File: src/abs_pkg.sv
package abs_pkg;

	// shared datapath width: 32-bit time plus carry and sign
	localparam int ALU_W = 34;

	// configuration port
	localparam int CFG_IDX_W  = 3;
	localparam int CFG_DATA_W = 16;

	localparam logic [CFG_IDX_W-1:0] REG_NUM_ENDPOINTS     = 3'd0;
	localparam logic [CFG_IDX_W-1:0] REG_INTERVAL_FLOOR    = 3'd1;
	localparam logic [CFG_IDX_W-1:0] REG_INTERVAL_CAP      = 3'd2;
	localparam logic [CFG_IDX_W-1:0] REG_BACKOFF_UNIT      = 3'd3;
	localparam logic [CFG_IDX_W-1:0] REG_BACKOFF_SHIFT_CAP = 3'd4;
	localparam logic [CFG_IDX_W-1:0] REG_FAILURE_LIMIT     = 3'd5;

	// register reset values
	localparam logic [3:0]  RST_NUM_ENDPOINTS     = 4'd1;
	localparam logic [11:0] RST_INTERVAL_FLOOR    = 12'd30;
	localparam logic [15:0] RST_INTERVAL_CAP      = 16'd3600;
	localparam logic [7:0]  RST_BACKOFF_UNIT      = 8'd5;
	localparam logic [3:0]  RST_BACKOFF_SHIFT_CAP = 4'd10;
	localparam logic [3:0]  RST_FAILURE_LIMIT     = 4'd7;

	// item actions
	localparam logic [1:0] ACT_SUCCESS = 2'd0;
	localparam logic [1:0] ACT_FAILURE = 2'd1;
	localparam logic [1:0] ACT_ROTATE  = 2'd2;
	localparam logic [1:0] ACT_QUERY   = 2'd3;

	// floor(x / 5) for 16-bit x as (x * 0xCCCD) >> 18
	localparam logic [32:0] JIT_RECIP = 33'h0CCCD;
	localparam int JIT_SHIFT = 18;

	// failure count saturation
	localparam logic [3:0] FAIL_MAX = 4'd15;

	typedef enum logic {
		ALU_ADD,
		ALU_SUB
	} alu_op_t;

	typedef struct packed {
		logic neg;
		logic zero;
	} alu_flags_t;

endpackage

File: src/abs_alu.sv
module abs_alu (
	input  abs_pkg::alu_op_t            op,
	input  logic signed [abs_pkg::ALU_W-1:0] a,
	input  logic signed [abs_pkg::ALU_W-1:0] b,
	output logic signed [abs_pkg::ALU_W-1:0] sum,
	output abs_pkg::alu_flags_t         flags
);

	// one adder serves add, subtract and compare
	always_comb begin
		if (op == abs_pkg::ALU_SUB) begin
			sum = a - b;
		end else begin
			sum = a + b;
		end
		flags.neg  = sum[abs_pkg::ALU_W-1];
		flags.zero = (sum == '0);
	end

endmodule

File: src/announce_backoff_scheduler_unit.sv
// Retry scheduler for a rotating set of announce endpoints.
// Input channel (in_valid/in_ready) carries one beat per event: success,
// failure, rotate or query, with the current time, the reported intervals
// and a signed jitter draw. Output channel (out_valid/out_ready) returns one
// beat per input beat: the current endpoint's state and whether any endpoint
// in use may announce now.
// Configuration is written through cfg_we/cfg_index/cfg_data only while
// idle, a rule for the user that the block itself does not enforce.
// A beat is taken in idle; the sequencer then runs the shared adder step by
// step: failure fetches, shifts, floors, caps and adds, success floors,
// caps, clamps the jitter, steps and adds, and both write the entry; every
// action ends with the scan, a registered table read and a compare per endpoint.
// Reset clears all failure counts, disabled and scheduled flags, the current
// endpoint and working registers and loads configuration defaults; the
// schedule memory stays uncleared, as an entry counts only once scheduled.
// A finished result sits in the output register; the next beat may be taken
// while it waits, and the sequencer holds before the following result until
// the receiver takes the pending one.
module announce_backoff_scheduler_unit #(
	parameter int MAX_ENDPOINTS = 8,
	parameter int TIME_BITS     = 32
) (
	input  logic                             clk,
	input  logic                             arst_n,
	// configuration
	input  logic                             cfg_we,
	input  logic [abs_pkg::CFG_IDX_W-1:0]    cfg_index,
	input  logic [abs_pkg::CFG_DATA_W-1:0]   cfg_data,
	// input channel
	input  logic                             in_valid,
	output logic                             in_ready,
	input  logic [1:0]                       action,
	input  logic [31:0]                      now_seconds,
	input  logic [31:0]                      interval,
	input  logic [31:0]                      min_interval,
	input  logic                             has_min_interval,
	input  logic signed [10:0]               jitter_draw,
	// output channel
	output logic                             out_valid,
	input  logic                             out_ready,
	output logic [2:0]                       current_index,
	output logic                             current_can_announce,
	output logic                             any_available,
	output logic [3:0]                       current_failures,
	output logic                             current_disabled,
	output logic [31:0]                      current_next_allowed
);

	localparam int W  = abs_pkg::ALU_W;
	localparam int TW = (TIME_BITS < 32) ? TIME_BITS : 32;
	localparam int IW = (MAX_ENDPOINTS > 1) ? $clog2(MAX_ENDPOINTS) : 1;
	localparam int CW = $clog2(MAX_ENDPOINTS + 1);
	localparam logic [63:0] LIM64 = (64'd1 << TW) - 64'd1;
	localparam logic [TW-1:0] LIM = LIM64[TW-1:0];
	localparam int JIT_HI = abs_pkg::JIT_SHIFT + 13;

	typedef enum logic [3:0] {
		S_IDLE,
		S_FETCH,
		S_SHIFT,
		S_FLOOR,
		S_CAP,
		S_JIT,
		S_DHI,
		S_DLO,
		S_STEP,
		S_ADD,
		S_WR,
		S_RD,
		S_CMP,
		S_DONE
	} state_t;

	typedef struct packed {
		logic [3:0] fc;
		logic       dis;
		logic       sched;
	} entry_t;

	// configuration registers
	logic [3:0]  num_q;
	logic [11:0] floor_q;
	logic [15:0] cap_q;
	logic [7:0]  unit_q;
	logic [3:0]  shcap_q;
	logic [3:0]  limit_q;

	// per-endpoint state
	logic [3:0]    fc_arr_q    [MAX_ENDPOINTS];
	logic          dis_arr_q   [MAX_ENDPOINTS];
	logic          sched_arr_q [MAX_ENDPOINTS];
	logic [TW-1:0] na_mem      [MAX_ENDPOINTS];
	logic [IW-1:0] slot_q;

	// sequencer and datapath
	state_t               st_q;
	logic [1:0]           act_q;
	logic [IW-1:0]        k_q;
	logic [IW-1:0]        scan_q;
	logic [TW-1:0]        now_q;
	logic signed [W-1:0]  acc_q;
	logic [13:0]          j_q;
	logic signed [14:0]   draw_q;
	logic [TW-1:0]        next_q;
	logic [3:0]           fc_new_q;
	logic                 dis_new_q;
	logic                 any_q;

	// current endpoint capture during the scan
	logic                 cur_can_q;
	logic [3:0]           cur_fc_q;
	logic                 cur_dis_q;
	logic [31:0]          cur_na_q;

	// registered reads
	logic [IW-1:0]        rd_addr;
	entry_t               ent_rd_q;
	logic [TW-1:0]        na_rd_q;

	// output register
	logic                 out_valid_q;
	logic [2:0]           out_idx_q;
	logic                 out_can_q;
	logic                 out_any_q;
	logic [3:0]           out_fc_q;
	logic                 out_dis_q;
	logic [31:0]          out_na_q;

	// shared unit
	abs_pkg::alu_op_t     alu_op;
	logic signed [W-1:0]  alu_a;
	logic signed [W-1:0]  alu_b;
	logic signed [W-1:0]  alu_sum;
	abs_pkg::alu_flags_t  alu_fl;

	abs_alu u_alu (
		.op    (alu_op),
		.a     (alu_a),
		.b     (alu_b),
		.sum   (alu_sum),
		.flags (alu_fl)
	);

	// endpoint count in use and current slot for an incoming beat
	logic [CW-1:0] n_c;
	logic [IW-1:0] slot_fix;
	logic [IW-1:0] slot_rot;
	logic [31:0]   now_clamp;
	logic          scan_last;
	logic          avail;
	logic [32:0]   jit_prod;
	logic [3:0]    fc_inc;
	logic [3:0]    sh;
	logic [22:0]   shifted;

	always_comb begin
		if (num_q == 4'd0) begin
			n_c = CW'(1);
		end else if (32'(num_q) > MAX_ENDPOINTS) begin
			n_c = CW'(MAX_ENDPOINTS);
		end else begin
			n_c = CW'(num_q);
		end
		slot_fix = (32'(slot_q) >= 32'(n_c)) ? '0 : slot_q;
		slot_rot = (32'(slot_fix) + 32'd1 == 32'(n_c)) ? '0 : IW'(32'(slot_fix) + 32'd1);
		now_clamp = (now_seconds > LIM64[31:0]) ? LIM64[31:0] : now_seconds;
		scan_last = (32'(scan_q) + 32'd1 == 32'(n_c));
		avail = !ent_rd_q.dis && (!ent_rd_q.sched || !alu_fl.neg);
		jit_prod = 33'(acc_q[15:0]) * abs_pkg::JIT_RECIP;
		fc_inc = (ent_rd_q.fc == abs_pkg::FAIL_MAX) ? abs_pkg::FAIL_MAX : ent_rd_q.fc + 4'd1;
		sh = (fc_inc > shcap_q) ? shcap_q : fc_inc;
		shifted = 23'(unit_q) << sh;
	end

	// operand selection for the shared unit
	always_comb begin
		alu_op = abs_pkg::ALU_ADD;
		alu_a  = '0;
		alu_b  = '0;
		case (st_q)
			S_FLOOR: begin
				alu_op = abs_pkg::ALU_SUB;
				alu_a  = acc_q;
				alu_b  = W'(floor_q);
			end
			S_CAP: begin
				alu_op = abs_pkg::ALU_SUB;
				alu_a  = W'(cap_q);
				alu_b  = acc_q;
			end
			S_DHI: begin
				alu_op = abs_pkg::ALU_SUB;
				alu_a  = W'(draw_q);
				alu_b  = W'(j_q);
			end
			S_DLO: begin
				alu_a = W'(draw_q);
				alu_b = W'(j_q);
			end
			S_STEP: begin
				alu_a = acc_q;
				alu_b = W'(draw_q);
			end
			S_ADD: begin
				alu_a = W'(now_q);
				alu_b = acc_q;
			end
			S_CMP: begin
				alu_op = abs_pkg::ALU_SUB;
				alu_a  = W'(now_q);
				alu_b  = W'(na_rd_q);
			end
			default: begin
				alu_op = abs_pkg::ALU_ADD;
			end
		endcase
	end

	// one read address for the endpoint table
	assign rd_addr = (st_q == S_RD) ? scan_q : k_q;

	always_ff @(posedge clk) begin
		ent_rd_q.fc    <= fc_arr_q[rd_addr];
		ent_rd_q.dis   <= dis_arr_q[rd_addr];
		ent_rd_q.sched <= sched_arr_q[rd_addr];
		na_rd_q        <= na_mem[rd_addr];
	end

	// schedule memory write
	always_ff @(posedge clk) begin
		if (st_q == S_WR && act_q != abs_pkg::ACT_ROTATE && act_q != abs_pkg::ACT_QUERY) begin
			na_mem[k_q] <= next_q;
		end
	end

	// endpoint flags
	always_ff @(posedge clk or negedge arst_n) begin
		if (!arst_n) begin
			for (int i = 0; i < MAX_ENDPOINTS; i++) begin
				fc_arr_q[i]    <= '0;
				dis_arr_q[i]   <= 1'b0;
				sched_arr_q[i] <= 1'b0;
			end
		end else if (st_q == S_WR) begin
			if (act_q == abs_pkg::ACT_SUCCESS) begin
				fc_arr_q[k_q]    <= '0;
				sched_arr_q[k_q] <= 1'b1;
			end else if (act_q == abs_pkg::ACT_FAILURE) begin
				fc_arr_q[k_q]    <= fc_new_q;
				dis_arr_q[k_q]   <= dis_new_q;
				sched_arr_q[k_q] <= 1'b1;
			end
		end
	end

	// configuration registers
	always_ff @(posedge clk or negedge arst_n) begin
		if (!arst_n) begin
			num_q   <= abs_pkg::RST_NUM_ENDPOINTS;
			floor_q <= abs_pkg::RST_INTERVAL_FLOOR;
			cap_q   <= abs_pkg::RST_INTERVAL_CAP;
			unit_q  <= abs_pkg::RST_BACKOFF_UNIT;
			shcap_q <= abs_pkg::RST_BACKOFF_SHIFT_CAP;
			limit_q <= abs_pkg::RST_FAILURE_LIMIT;
		end else if (cfg_we) begin
			case (cfg_index)
				abs_pkg::REG_NUM_ENDPOINTS:     num_q   <= cfg_data[3:0];
				abs_pkg::REG_INTERVAL_FLOOR:    floor_q <= cfg_data[11:0];
				abs_pkg::REG_INTERVAL_CAP:      cap_q   <= cfg_data[15:0];
				abs_pkg::REG_BACKOFF_UNIT:      unit_q  <= cfg_data[7:0];
				abs_pkg::REG_BACKOFF_SHIFT_CAP: shcap_q <= cfg_data[3:0];
				abs_pkg::REG_FAILURE_LIMIT:     limit_q <= cfg_data[3:0];
				default: begin
				end
			endcase
		end
	end

	// sequencer, datapath and output register
	always_ff @(posedge clk or negedge arst_n) begin
		if (!arst_n) begin
			st_q        <= S_IDLE;
			act_q       <= abs_pkg::ACT_QUERY;
			slot_q      <= '0;
			k_q         <= '0;
			scan_q      <= '0;
			now_q       <= '0;
			acc_q       <= '0;
			j_q         <= '0;
			draw_q      <= '0;
			next_q      <= '0;
			fc_new_q    <= '0;
			dis_new_q   <= 1'b0;
			any_q       <= 1'b0;
			cur_can_q   <= 1'b0;
			cur_fc_q    <= '0;
			cur_dis_q   <= 1'b0;
			cur_na_q    <= '0;
			out_valid_q <= 1'b0;
			out_idx_q   <= '0;
			out_can_q   <= 1'b0;
			out_any_q   <= 1'b0;
			out_fc_q    <= '0;
			out_dis_q   <= 1'b0;
			out_na_q    <= '0;
		end else begin
			// result beat taken with no new result behind it
			if (out_valid_q && out_ready && st_q != S_DONE) begin
				out_valid_q <= 1'b0;
			end
			case (st_q)
				S_IDLE: begin
					if (in_valid) begin
						act_q  <= action;
						now_q  <= now_clamp[TW-1:0];
						acc_q  <= W'(has_min_interval ? min_interval : interval);
						draw_q <= 15'(jitter_draw);
						scan_q <= '0;
						any_q  <= 1'b0;
						if (action == abs_pkg::ACT_ROTATE) begin
							slot_q <= slot_rot;
							k_q    <= slot_rot;
						end else begin
							slot_q <= slot_fix;
							k_q    <= slot_fix;
						end
						case (action)
							abs_pkg::ACT_SUCCESS: st_q <= S_FLOOR;
							abs_pkg::ACT_FAILURE: st_q <= S_FETCH;
							default:              st_q <= S_RD;
						endcase
					end
				end
				S_FETCH: begin
					st_q <= S_SHIFT;
				end
				// saturating count and exponential backoff
				S_SHIFT: begin
					fc_new_q  <= fc_inc;
					dis_new_q <= ent_rd_q.dis | (fc_inc > limit_q);
					acc_q     <= W'(shifted);
					st_q      <= S_FLOOR;
				end
				// raise to the floor
				S_FLOOR: begin
					if (alu_fl.neg) begin
						acc_q <= W'(floor_q);
					end
					st_q <= S_CAP;
				end
				// limit to the cap
				S_CAP: begin
					if (alu_fl.neg) begin
						acc_q <= W'(cap_q);
					end
					st_q <= (act_q == abs_pkg::ACT_SUCCESS) ? S_JIT : S_ADD;
				end
				// allowed jitter is a fifth of the interval
				S_JIT: begin
					j_q  <= jit_prod[JIT_HI:abs_pkg::JIT_SHIFT];
					st_q <= S_DHI;
				end
				S_DHI: begin
					if (!alu_fl.neg && !alu_fl.zero) begin
						draw_q <= 15'(j_q);
					end
					st_q <= S_DLO;
				end
				S_DLO: begin
					if (alu_fl.neg) begin
						draw_q <= -15'(j_q);
					end
					st_q <= S_STEP;
				end
				// jittered step, at least one second
				S_STEP: begin
					if (alu_fl.neg || alu_fl.zero) begin
						acc_q <= W'(1);
					end else begin
						acc_q <= alu_sum;
					end
					st_q <= S_ADD;
				end
				// saturating time sum
				S_ADD: begin
					if (|alu_sum[W-1:TW]) begin
						next_q <= LIM;
					end else begin
						next_q <= alu_sum[TW-1:0];
					end
					st_q <= S_WR;
				end
				S_WR: begin
					st_q <= S_RD;
				end
				S_RD: begin
					st_q <= S_CMP;
				end
				// availability of one endpoint
				S_CMP: begin
					if (avail) begin
						any_q <= 1'b1;
					end
					if (scan_q == k_q) begin
						cur_can_q <= avail;
						cur_fc_q  <= ent_rd_q.fc;
						cur_dis_q <= ent_rd_q.dis;
						cur_na_q  <= ent_rd_q.sched ? 32'(na_rd_q) : '0;
					end
					if (scan_last) begin
						st_q <= S_DONE;
					end else begin
						scan_q <= scan_q + IW'(1);
						st_q   <= S_RD;
					end
				end
				// hand over once the output register is free
				S_DONE: begin
					if (!out_valid_q || out_ready) begin
						out_valid_q <= 1'b1;
						out_idx_q   <= 3'(k_q);
						out_can_q   <= cur_can_q;
						out_any_q   <= any_q;
						out_fc_q    <= cur_fc_q;
						out_dis_q   <= cur_dis_q;
						out_na_q    <= cur_na_q;
						st_q        <= S_IDLE;
					end
				end
				default: begin
					st_q <= S_IDLE;
				end
			endcase
		end
	end

	assign in_ready             = (st_q == S_IDLE);
	assign out_valid            = out_valid_q;
	assign current_index        = out_idx_q;
	assign current_can_announce = out_can_q;
	assign any_available        = out_any_q;
	assign current_failures     = out_fc_q;
	assign current_disabled     = out_dis_q;
	assign current_next_allowed = out_na_q;

endmodule

File: config.mk
export PLATFORM = sky130hd
export DESIGN_NAME = announce_backoff_scheduler_unit
export DESIGN_NICKNAME = d
export VERILOG_FILES = /design/src/abs_pkg.sv /design/src/abs_alu.sv /design/src/announce_backoff_scheduler_unit.sv
export SDC_FILE = /design/constraint.sdc
export NUM_CORES = 1
export LEC_CHECK = 0
export ABC_AREA = 1
export BUFFER_PORTS_ARGS = -buffer_cell sky130_fd_sc_hd__buf_2
export CAP_MARGIN = 20
export CORE_ASPECT_RATIO = 1.4
export CORE_MARGIN = 3
export CORE_UTILIZATION = 50
export DETAILED_ROUTE_END_ITERATION = 10
export PLACE_DENSITY = 0.75
export SYNTH_ARGS = -nofsm -noshare
export SYNTH_HDL_FRONTEND = slang
export SYNTH_SLANG_ARGS = --single-unit
File: constraint.sdc
create_clock -name clk -period 13.2 [get_ports clk]
set_input_delay 0.66 -clock clk [delete_from_list [all_inputs] [get_ports clk]]
set_output_delay 0.66 -clock clk [all_outputs]
set_load 0.01 [all_outputs]
* Yosys cells after proc, flatten, opt, wreduce, memory -nomap -nowiden
Memory sizes are Yosys's and may differ from the RTL's. A register that Yosys moved wholly into a read port is not among the register bits.
Cells that the tools add are included.
** Word-level totals
- Latch bits :: 0
- ROM bits :: 0
- Logic and storage cells :: 225
- Output and inout port bits :: 44
- Memory bits (writable) :: 256
- Register bits :: 328
- Memories :: 1
** Operators by class
- Reduce and logical (&&, ||, !) cells :: 47
- Div/mod/pow operators :: 0
- Shift-type cells :: 1
- Equality and inequality tests :: 36
- Multipliers :: 1
- Add/sub/neg operators :: 7
- Bitwise operators :: 7
- Muxes and demuxes :: 61
- Order comparisons :: 8
** Memories
- na_mem :: words 8, bits a word 32, rd ports 1, clocked after memory_dff 1, wr ports 1, line announce_backoff_scheduler_unit.sv:92 : logic [TW-1:0] na_mem [MAX_ENDPOINTS];
** Operators with widths (count)
- $pmux W34 S5 :: 2
- $mux W32 :: 6
- $mux W34 :: 5
- $pmux W34 S4 :: 1
- $pmux W4 S14 :: 1
- $mux W15 :: 3
- $pmux W15 S3 :: 1
- $mux W4 :: 10
- $add A34 B34 Y34 :: 1
- $logic_not A34 Y1 :: 1
- $sub A34 B34 Y34 :: 1
- $and A32 B32 Y32 :: 1
- $bwmux W32 :: 1
- $eq A32 B4 Y1 :: 1
- $gt A32 B32 Y1 const B :: 1
- $mul A16 B16 Y32 const B :: 1
- $not A32 Y32 :: 1
- $eq A4 B4 Y1 const B :: 7
- $shl A8 B4 Y23 :: 1
- $reduce_and A2 Y1 :: 11
- $mux W3 :: 7
- $ne A2 B2 Y1 const B :: 10
- $eq A4 B3 Y1 const B :: 4
- $mux W8 :: 2
- 45 further kinds :: 88

* Longest topological paths before layout
- Word-level depth :: 10
- Mapped depth :: 42
- Depth with buffers taken out :: 39

* Cells and area by module
A second synthesis with hierarchy kept.
** Unflattened totals
- Cell total of the unflattened synthesis :: 4253
- Area, all modules :: 36017.0 µm²
** By module, submodules not included
- announce_backoff_scheduler_unit :: sequential area each 16528.4 µm², times used 1, area an instance 32004.4 µm², cells each 3422
- abs_alu :: sequential area each 0.0 µm², times used 1, area an instance 4012.6 µm², cells each 831

* Worst setup path before layout
Ideal clock, no wire load.
- Path type :: flip-flop to flip-flop
- Start :: register acc_q[4]
- End :: register j_q[10]
- Arrival time :: 4.901 ns
- Stages on the path, launching flop included :: 17
- Data required time :: 13.068 ns
- Setup slack :: 8.168 ns
- Setup time :: 0.132 ns
- Clock period less this slack :: 5.032 ns
- Cell sequence :: dfrtp_1 ha_1 inv_1 fa_1 inv_1 fa_1 fa_1 fa_1 fa_1 ha_1 a21oi_1 o21ai_0 a21o_1 a2111oi_0 nand3_1 nand3_1 o21ai_0
** On the way
- Word-level cells in the longest chain between the ends :: 1
** Ends and longest elaborated chain
- from (decl) :: line announce_backoff_scheduler_unit.sv:101 : logic signed [W-1:0] acc_q;
- from (signal assigned) :: line announce_backoff_scheduler_unit.sv:316 : acc_q <= W'(has_min_interval ? min_interval : interval);
- from (signal assigned) :: line announce_backoff_scheduler_unit.sv:341 : acc_q <= W'(shifted);
- from (signal assigned) :: line announce_backoff_scheduler_unit.sv:347 : acc_q <= W'(floor_q);
- $mul A16 B16 Y32 :: line announce_backoff_scheduler_unit.sv:169 : jit_prod = 33'(acc_q[15:0]) * abs_pkg::JIT_RECIP;
- to (signal assigned) :: line announce_backoff_scheduler_unit.sv:360 : j_q <= jit_prod[JIT_HI:abs_pkg::JIT_SHIFT];
- to (decl) :: line announce_backoff_scheduler_unit.sv:102 : logic [13:0] j_q;
No other way between the ends.
A chain may end at the register's enable or synchronous reset.

* Worst setup path in the final report
- Start :: register st_q[1]
- End :: register acc_q[17]
** On the way
- Word-level cells in the longest chain between the ends :: 9
- Elaborated cells on any way between the ends :: 29
- Those cells by class :: add/sub (2); eq/ne (11); mux (6); reduce/logical (10)
** Ends and longest elaborated chain
- from (decl) :: line announce_backoff_scheduler_unit.sv:96 : state_t st_q;
- from (signal assigned) :: line announce_backoff_scheduler_unit.sv:356 : st_q <= (act_q == abs_pkg::ACT_SUCCESS) ? S_JIT : S_ADD;
- $eq A4 B4 Y1, or another cell as far along :: line announce_backoff_scheduler_unit.sv:180 : case (st_q)
- $reduce_or A2 Y1 (no source line)
- $pmux W34 S5 / $pmux W34 S4 (equally long branches) :: line announce_backoff_scheduler_unit.sv:180
- $add A34 B34 Y34 / $sub A34 B34 Y34 (equally long branches) :: line abs_alu.sv:14, abs_alu.sv:12
- $mux W34 :: line abs_alu.sv:11 : if (op == abs_pkg::ALU_SUB) begin
- $logic_not A34 Y1 :: line abs_alu.sv:17 : flags.zero = (sum == '0);
- $logic_or A1 B1 Y1 :: line announce_backoff_scheduler_unit.sv:377 : if (alu_fl.neg || alu_fl.zero) begin
- $mux W34 :: line announce_backoff_scheduler_unit.sv:377
- $pmux W34 S5 :: line announce_backoff_scheduler_unit.sv:311 : case (st_q)
- to (signal assigned) :: line announce_backoff_scheduler_unit.sv:316
- to (signal assigned) :: line announce_backoff_scheduler_unit.sv:341
- to (signal assigned) :: line announce_backoff_scheduler_unit.sv:380 : acc_q <= alu_sum;
Parallel ways exist; a longest one is shown, timed or not.

==> impl_metrics.env <==
export IMPL_place_ws_ns=6.186
export IMPL_cts_tree="done"
export IMPL_synthCells=4193
export IMPL_finalSetupViolCount=0
export IMPL_start_kind="flip-flop"
export IMPL_ctsHoldBuffers=0
export IMPL_crit_path_start="st_q[1]$_DFFE_PN0P_"
export IMPL_max_freq_ghz=0.1385
export IMPL_grt_ovfl_total=0
export IMPL_maxCapViolations=0
export IMPL_grt_antenna_before_repair=2
export IMPL_clock_sinks=616
export IMPL_tightest_slew_ns=1.069
export IMPL_finalWorstSetupSlack_ns=5.979
export IMPL_cp_end_kind="flip-flop"
export IMPL_synthesis_nets=4589
export IMPL_globalplace_congestion=1.049
export IMPL_cp_max_fo=65
export IMPL_final_layout_size_suffix_gt1_share_pct=9.553
export IMPL_critPathMaxStageDelay_ns=0.69
export IMPL_drt_total_wl_um=114900
export IMPL_worstSetupPathType="flip-flop to flip-flop"
export IMPL_post_cts_buffers=0
export IMPL_synth_seq_area_share_pct=46.47
export IMPL_r2r_start="st_q[1]$_DFFE_PN0P_"
export IMPL_nets=4691
export IMPL_whs_ns=0.01992
export IMPL_status="completed"
export IMPL_tns_ns=0
export IMPL_cp_required_ns=13.79
export IMPL_multiInputGateArea_mm2=0.01656
export IMPL_first_pass_iters=5
export IMPL_via_per_inst=5.732
export IMPL_hpwl_um=85150
export IMPL_core_area_mm2=0.07036
export IMPL_grt_pass1_wl_um=173700
export IMPL_die_w_um=231.4
export IMPL_synth_top_cell_area_share_pct=21.61
export IMPL_die_area_mm2=0.07442
export IMPL_yosys_warnings=0
export IMPL_yosysTopAreaCell="edfxtp_1"
export IMPL_root_buffer="clkbuf_16"
export IMPL_clock_latency_ns=0.66
export IMPL_start_util_pct=50.55
export IMPL_skew_ns=0.03890
export IMPL_io_pins=178
export IMPL_wl_per_cell_um=21.75
export IMPL_synthArstFlopShare_pct=52.27
export IMPL_final_seq_area_mm2=0.01653
export IMPL_area_growth_pct=10.70
export IMPL_clk_pin_slew_worst_paths_ns=0.07
export IMPL_cts_made_buffers=57
export IMPL_slew_headroom_pct=28.47
export IMPL_hold_viol=0
export IMPL_synth_distinct_cells=60
export IMPL_finalCritPeriodShare_pct=54.71
export IMPL_grt_pass1_vias=29790
export IMPL_io_buffers=177
export IMPL_report_final_slew_viol_count=0
export IMPL_cpMaxStageDelayCell="dfrtp_1"
export IMPL_grt_usage_pct=30.57
export IMPL_ys_top_cells_by_area="edfxtp_1 (22%), dfrtp_1 (21%), nand2_1 (11%)"
export IMPL_drtIter0Drc=2906
export IMPL_synth_edf_count=256
export IMPL_netlist_area_mm2=0.03557
export IMPL_yosys_most_used_dff="dfrtp_1"
export IMPL_grt_start_max_net_pins=140
export IMPL_antenna_left=0
export IMPL_fp_dieH_um=321.6
export IMPL_cp_data_arrival_time_ns=7.81
export IMPL_clk_path_buf_depth=3
export IMPL_htree_levels=2
export IMPL_avgSynthCellArea_um2=8.482
export IMPL_num_rows=115
export IMPL_num_vias=30280
export IMPL_min_period_ns=7.221
export IMPL_grt_setup_unrepaired="no"
export IMPL_cts_resized=0
export IMPL_drc=0
export IMPL_num_fill_cells=6353
export IMPL_ys_seq_elements=616
export IMPL_hp_class="primary input to asynchronous set/reset pin"
export IMPL_path_common_cell="nand2_1"
-- cell families (layout without fill, tap and decap cells) --
family,count (synthesis),count (layout),synth area share [%]
buffers and inverters,660,811,7.303
AOI/OAI and AO/OA,817,817,13.16
muxes,7,7,0.2216
DFF,616,616,46.47
other,0,2,0
xor gates and xnor gates,55,55,1.354
and+or+nand+nor,1776,1776,20.54
adders and majority gates,262,262,10.95
-- layout make-up --
| cell class | instances | share of cell area (%) |
|---|---|---|
| multi-input cells | 2917 | 42.06 |
| inverters | 493 | 4.710 |
| clock buffers | 70 | 3.988 |
| clock inverters | 38 | 1.258 |
| well taps | 936 | 2.974 |
| repair buffers | 210 | 3.019 |
| diodes | 2 | 0.01271 |
| flip-flops and latches | 616 | 41.98 |
-- through the flow --
| stage | instance area (um2) | utilization (%) | std cells |
|---|---|---|---|
| 3_5_place_dp | 37250 | 52.95 | 5170 |
| 6_report | 39370 | 55.96 | 5282 |
| 2_1_floorplan | 35570 | - | 4193 |
| 3_3_place_gp | 37250 | 52.95 | 5170 |
| 5_1_grt | 39370 | 55.95 | 5281 |
| 4_1_cts | 39320 | 55.88 | 5278 |
-- cell usage in the layout (no fill, tap or decap), types with 10 or more instances in the layout --
| cell type | count |
|---|---|
| nand2_1 | 1034 |
| inv_1 | 478 |
| o21ai_0 | 433 |
| nor2_1 | 394 |
| dfrtp_1 | 304 |
| edfxtp_1 | 256 |
| nand3_1 | 210 |
| ha_1 | 180 |
| buf_2 | 176 |
| a21oi_1 | 108 |
| o21bai_1 | 92 |
| fa_1 | 82 |
| clkbuf_16 | 58 |
| a31oi_1 | 50 |
| nand4_1 | 49 |
| o22ai_1 | 46 |
| dfxtp_1 | 38 |
| xnor2_1 | 31 |
| buf_4 | 30 |
| o211ai_1 | 25 |
| xor2_1 | 24 |
| dfstp_2 | 18 |
| nor3_1 | 17 |
| nor2_4 | 13 |
| clkinv_2 | 13 |
| nand2_2 | 11 |
| inv_2 | 10 |
| nor2_2 | 10 |
| o21ai_1 | 10 |
-- worst max-delay path: cells and delay by family (launching register included) --
| family | cells | cell delay [ns] |
|---|---|---|
| compound gates | 1 | 0.12 |
| fa+ha+maj | 2 | 0.55 |
| buf+inv | 7 | 0.96 |
| flops | 1 | 0.69 |
| simple gates | 28 | 4.75 |
-- path summary, 6_finish.rpt --
| path | to | slack (ns) | cells past startpoint |
|---|---|---|---|
| max in group asynchronous | limit_q[1]$_DFFE_PN1P_ | 10.96 | 4 |
| min in group clk | now_q[19]$_DFFE_PN0P_ | 0.20 | 3 |
| min | acc_q[28]$_DFFE_PN0P_ | 0.02 | 1 |
| max | acc_q[17]$_DFFE_PN0P_ | 5.98 | 38 |
| min reg2reg | sched_arr_q[2]$_DFFE_PN0P_ | 0.45 | 2 |
| max reg2reg | acc_q[17]$_DFFE_PN0P_ | 5.98 | 38 |
-- synth_stat cells, types with 5 or more instances --
| master | instances |
|---|---|
| a21o_1 | 5 |
| a21oi_1 | 108 |
| a21oi_2 | 7 |
| a221oi_1 | 5 |
| a31oi_1 | 50 |
| buf_2 | 10 |
| buf_4 | 6 |
| buf_6 | 11 |
| clkbuf_1 | 138 |
| dfrtp_1 | 304 |
| dfstp_2 | 18 |
| dfxtp_1 | 38 |
| edfxtp_1 | 256 |
| fa_1 | 82 |
| ha_1 | 180 |
| inv_1 | 481 |
| inv_2 | 8 |
| mux2_2 | 7 |
| nand2_1 | 1035 |
| nand2_2 | 10 |
| nand3_1 | 210 |
| nand3b_1 | 9 |
| nand4_1 | 49 |
| nor2_1 | 405 |
| nor2_2 | 9 |
| nor3_1 | 18 |
| nor4_1 | 8 |
| o2111ai_1 | 8 |
| o211ai_1 | 25 |
| o21ai_0 | 434 |
| o21ai_1 | 12 |
| o21bai_1 | 92 |
| o22ai_1 | 46 |
| or2_2 | 9 |
| xnor2_1 | 31 |
| xor2_1 | 24 |
-- registers in the layout, summed over array words and instances (netlist names), 6 cells and up --
name,flops
na_rd_q,32
now_q,32
ent_rd_q,6
j_q,14
cur_na_q,32
na_mem,256
acc_q,34
draw_q,15
current_next_allowed,32
unit_q,8
fc_arr_q,32
sched_arr_q,8
floor_q,12
next_q,32
cap_q,16
dis_arr_q,8
-- metal layers --
layer  share of wire (%)  GRT usage, %  up-vias  routed length, um
li1                    -             -    14080                  -
met1                  37         36.44    14530              42700
met2                  49         52.00     1277              55870
met3                 6.3         3.600      383               7248
met4                 7.9         20.60        0               9039
met5                   0             0        -                  0
Power is not shown: default switching activity piles up to over one toggle a cycle in this logic, so the estimate is an artifact.
